<file path="src/rtl/second_order_iir_sample_filter_assert.svh">
// Assertion macros for the second-order IIR sample filter.
// Included by the RTL files that carry concurrent checks; no other dependencies.
`ifndef SECOND_ORDER_IIR_SAMPLE_FILTER_ASSERT_SVH
`define SECOND_ORDER_IIR_SAMPLE_FILTER_ASSERT_SVH
`ifndef ASSERT_OFF
// Clocked check, masked while reset is active
`define SOIIR_ASSERT(label, clk, rst_n, prop, msg) \
    label: assert property (@(posedge clk) disable iff (!rst_n) (prop)) else $error(msg);
// Clocked check that also holds across reset
`define SOIIR_ASSERT_ALWAYS(label, clk, prop, msg) \
    label: assert property (@(posedge clk) (prop)) else $error(msg);
`else
`define SOIIR_ASSERT(label, clk, rst_n, prop, msg)
`define SOIIR_ASSERT_ALWAYS(label, clk, prop, msg)
`endif
`endif

</file>
<file path="src/rtl/soiir_pkg.sv">
// Package for the second-order IIR sample filter: register indexes,
// coefficient format and the configuration bundle. No dependencies.
package soiir_pkg;

    // Coefficient format: signed Q3.F, fixed 20-bit word
    localparam int COEF_BITS          = 20;
    localparam int CFG_IDX_BITS       = 3;
    localparam int DEF_SAMPLE_BITS    = 24;
    localparam int DEF_COEF_FRAC_BITS = 16;

    // Register indexes on the write port
    typedef enum logic [CFG_IDX_BITS-1:0] {
        CFG_BYPASS    = 3'd0,
        CFG_COEF_IN0  = 3'd1,
        CFG_COEF_IN1  = 3'd2,
        CFG_COEF_IN2  = 3'd3,
        CFG_COEF_OUT1 = 3'd4,
        CFG_COEF_OUT2 = 3'd5
    } t_cfg_idx;

    // Settings seen by the datapath
    typedef struct packed {
        logic                        bypass;
        logic signed [COEF_BITS-1:0] coef_in0;
        logic signed [COEF_BITS-1:0] coef_in1;
        logic signed [COEF_BITS-1:0] coef_in2;
        logic signed [COEF_BITS-1:0] coef_out1;
        logic signed [COEF_BITS-1:0] coef_out2;
    } t_cfg;

endpackage

</file>
<file path="src/rtl/soiir_cfg.sv">
// Configuration register file: bypass flag and five filter coefficients.
// Depends on soiir_pkg for register indexes and the t_cfg bundle.
module soiir_cfg
    import soiir_pkg::*;
(
    input  logic                    i_clk,
    input  logic                    i_rst_n,
    input  logic                    i_cfg_we,
    input  logic [CFG_IDX_BITS-1:0] i_cfg_addr,
    input  logic [COEF_BITS-1:0]    i_cfg_data,
    output t_cfg                    o_cfg
);

    t_cfg r_cfg;
    t_cfg n_cfg;

    // Decode a write; indexes past the list are dropped
    always_comb begin
        n_cfg = r_cfg;
        if (i_cfg_we) begin
            case (t_cfg_idx'(i_cfg_addr))
                CFG_BYPASS:    n_cfg.bypass    = i_cfg_data[0];
                CFG_COEF_IN0:  n_cfg.coef_in0  = i_cfg_data;
                CFG_COEF_IN1:  n_cfg.coef_in1  = i_cfg_data;
                CFG_COEF_IN2:  n_cfg.coef_in2  = i_cfg_data;
                CFG_COEF_OUT1: n_cfg.coef_out1 = i_cfg_data;
                CFG_COEF_OUT2: n_cfg.coef_out2 = i_cfg_data;
                default:       n_cfg = r_cfg;
            endcase
        end
    end

    // Hold settings; reset to pass-through with zero coefficients
    always_ff @(posedge i_clk) begin
        if (!i_rst_n) begin
            r_cfg.bypass    <= 1'b1;
            r_cfg.coef_in0  <= '0;
            r_cfg.coef_in1  <= '0;
            r_cfg.coef_in2  <= '0;
            r_cfg.coef_out1 <= '0;
            r_cfg.coef_out2 <= '0;
        end else begin
            r_cfg <= n_cfg;
        end
    end

    assign o_cfg = r_cfg;

endmodule

</file>
<file path="config.mk">
export PLATFORM = sky130hd
export DESIGN_NAME = soiir_cfg
export DESIGN_NICKNAME = d
export VERILOG_FILES = /design/src/rtl/second_order_iir_sample_filter_assert.svh /design/src/rtl/soiir_pkg.sv /design/src/rtl/soiir_cfg.sv
export SDC_FILE = /design/constraint.sdc
export NUM_CORES = 1
export LEC_CHECK = 0
export BUFFER_PORTS_ARGS = -buffer_cell sky130_fd_sc_hd__buf_2
export CAP_MARGIN = 40
export CORE_MARGIN = 5
export CORE_UTILIZATION = 40
export CTS_BUF_LIST = sky130_fd_sc_hd__clkbuf_2
export DETAILED_ROUTE_END_ITERATION = 8
export GPL_TIMING_DRIVEN = 0
export HOLD_SLACK_MARGIN = 0.12
export PLACE_DENSITY = 0.68
export SETUP_SLACK_MARGIN = 0.05
export SKIP_LAST_GASP = 1
export SLEW_MARGIN = 20
export SYNTH_ARGS = -nofsm -noshare
export SYNTH_HDL_FRONTEND = slang
export SYNTH_SLANG_ARGS = --single-unit
</file>
<file path="constraint.sdc">
create_clock -name i_clk -period 1.3 [get_ports i_clk]
set_input_delay 0.13 -clock i_clk [delete_from_list [all_inputs] [get_ports i_clk]]
set_output_delay 0.13 -clock i_clk [all_outputs]
set_load 0.03 [all_outputs]
</file>
==> reports/metrics.csv <==
stage;metric;value;unit
floorplanning;total number of placement rows;35;
finish;fin nets;569;
placement;Placed Area;4480;um^2
setup_path;cells along the critical path;buf_6;
power;post-route total power;5.45;mW
setup_path;reg-to-reg endpoint;o_cfg[38]$_SDFFE_PN0P_;
min_path;worst hold stages;4;
setup_path;endpoint type of the worst setup path;output port;
floorplanning;overall die width;106;um
finish;filler instances;762;
power;Leak Pwr;2.76;nW
setup_path;startpoint of the most critical register-to-register path;o_cfg[38]$_SDFFE_PN0P_;
drt;Final ANT Viol Nets;0;
clock_network;TritonCTS clock tree;built;
logic_synthesis;count of mapped cells out of synthesis;354;
drt;count of unresolved DRC violations after routing;0;
placement;gp weighted congestion;0.760;
drt;Avg Vias per Cell;4.82;
clock_network;TritonCTS buffer count;9;
floorplanning;IO Count;127;
sta;Final min period;1.22;ns
logic_synthesis;Seq cells post-synth;101;
clock_network;H-tree depth reported by CTS;3;
setup_path;Crit path largest cell delay;0.41;ns
logic_synthesis;Post-Synthesis Cell Area;3720;um^2
sta;worst rel slew slack;65.5;%
finish;finished layout cell area;5860;um^2
clock_network;maximum count of clock buffers along a single path;2;
sta;post-layout worst setup margin;0.0825;ns
clock_network;clock sinks;101;
finish;most frequent cells in the layout;sky130_fd_sc_hd__nand2_1, sky130_fd_sc_hd__buf_6, sky130_fd_sc_hd__mux2i_1, sky130_fd_sc_hd__dfxtp_2, sky130_fd_sc_hd__dlygate4sd3_1;
drt;drt pass-1 iters;4;
drt;wire per inst;17.3;um
grt;number of global-route vias before repair;3399;
power;total power divided by cell area;930;nW/um^2
setup_path;WS Path Type;register to output port;
setup_path;CP Max Fanout;2;
grt;Congestion Overflow GR;0;
grt;maximum number of pins on one net before global-route repair;17;
job;max-cap check violation count;0;
sta;Setup TNS Final;0;ns
grt;GR Util All Layers;20.1;%
logic_synthesis;synthesized area divided by synthesized cell count;10.5;um^2
min_path;beginning of the worst hold path;i_rst_n;
setup_path;reg-to-reg slack, setup;0.14;ns
logic_synthesis;sequential cell area fraction in the yosys report;54.4;%
setup_path;worst-path cell with the longest stage delay;sky130_fd_sc_hd__dfxtp_2;
placement;number of port buffers;125;
min_path;hold path endpoint;o_cfg[58]$_SDFFE_PN0P_;
sta;maximum clock rate;821;MHz
setup_path;number of buffers and inverters on the critical path;1;
setup_path;kind of launch point of the worst setup path;register;
power;largest vdd supply drop;0.467;mV
drt;total vias in the final route;3178;
sta;Finish-stage setup viols;0;
clock_network;clock-pin transition on the worst setup and hold timing paths;0.27;ns
floorplanning;starting density of the core;40.6;%
grt;antenna violations before repair;0;
logic_synthesis;Netlist cell types;12;
setup_path;Required @ worst endpoint;1.17;ns
placement;pre-CTS WS;0.216;ns
grt;global-route wire length before repair;17700;um
logic_synthesis;Synthesis Warnings;0;
finish;most common cell after layout, fill and taps aside;sky130_fd_sc_hd__nand2_1;
sta;pins over their slew limit;0;
finish;fraction of final layout cells sized beyond drive strength 1;49.3;%
sta;final hold violations;0;
setup_path;logic depth of the worst register-to-register path;3;
setup_path;CP delay by family, top;flip-flops;
sta;Worst Tran Pin Value;0.517;ns
floorplanning;area of the die;11300;um^2
finish;layout overhead on the synthesized area;57.6;%
finish;number of flip-flops under the largest register name;101;
floorplanning;height of the die;106;um
setup_path;arrival time at the worst endpoint;1.09;ns
drt;DRT Wirelength;11400;um
logic_synthesis;net count after synthesis;380;
status;result of the run;finished clean;
min_path;Hold Crit Class;input port to register;
clock_network;Clk Latency, worst-skew pair;0.54;ns
sta;Worst Clk Skew;0;ns
finish;Ant. Diodes;0;
sta;hold slack final;0.178;ns
clock_network;clock root cell;sky130_fd_sc_hd__clkbuf_2;
sta;Final period util;93.7;%
placement;post-detailed-placement half-perimeter wirelength;7370;um
sta;unrepaired setup endpoints after global routing;true;
drt;First DRT Iteration DRCs;66;
floorplanning;Core Area;9150;um^2
cell families (layout without fill, tap and decap cells):
logic type	after synthesis	after routing	share of synthesized area, %
buffers and inverters	24	218	4.24
multiplexers	101	101	27.2
flip-flops	101	101	54.4
AND/OR/NAND/NOR	128	128	14.1
layer usage:
metal  track usage, %  part of all wire, %  vias to the layer above
met3             6.19                  7.4                       12
met2             36.2                   52                      107
met4             5.00                 0.95                        0
met1             23.1                   40                     1515
met5                0                    0                        -
li1                 -                    -                     1544
metrics by stage:
stage / instances / util (%)
floorplan: 354 / -
global placement: 590 / 49.0
global route: 659 / 64.0
CTS: 657 / 61.9
finish: 659 / 64.0
detailed placement: 590 / 49.0
synthesized netlist by cell type (all sizes together):
| cell | n | share of area [%] |
|---|---|---|
| nand2 | 120 | 12 |
| dfxtp | 101 | 54 |
| mux2i | 101 | 27 |
| buf | 22 | 4.0 |
| and4bb | 2 | 0.67 |
| clkbuf | 2 | 0.20 |
| nand4b | 2 | 0.47 |
| nor2b | 2 | 0.34 |
| nand4bb | 1 | 0.30 |
| nor4b | 1 | 0.24 |
repair_timing:
action / 4_1_cts / 5_1_grt
buffers inserted: 6 / 2
resized for setup: 251 / 51
endpoints found under the setup margin: 101 / 102
hold buffers: 45 / 2
hold endpoints to repair: 101 / 2
where the power goes:
group / internal (mW) / switching [mW] / total, mW
registers: 3.18 / 0.0517 / 3.23
logic: 0.328 / 0.396 / 0.725
clock network: 0.430 / 1.06 / 1.49
layout make-up:
type,count,area (um^2),area share [%]
well taps,111,139,2.37
clock buffers,9,45.0,0.769
plain buffers,24,158,2.69
clock inverters,7,66.3,1.13
multi-input cells,229,1540,26.2
flip-flops and latches,101,2150,36.7
repair buffers,178,1760,30.1
worst max-delay path by stage:
stage | startpoint | to | slack [ns] | depth (start not counted)
2_1_floorplan | i_cfg_addr[2] | o_cfg[60]$_SDFFE_PN0P_ | 0.47 | 3
3_3_place_gp | i_cfg_addr[2] | o_cfg[80]$_SDFFE_PN0P_ | 0.25 | 4
3_5_place_dp | i_cfg_addr[2] | o_cfg[89]$_SDFFE_PN0P_ | 0.22 | 4
4_1_cts | o_cfg[27]$_SDFFE_PN0P_ | o_cfg[27] | 0.03 | 1
5_1_grt | o_cfg[27]$_SDFFE_PN0P_ | o_cfg[27] | -0.005 | 1
6_report | o_cfg[11]$_SDFFE_PN0P_ | o_cfg[11] | 0.08 | 1
Note: power is estimated with default switching activity, not from simulation.
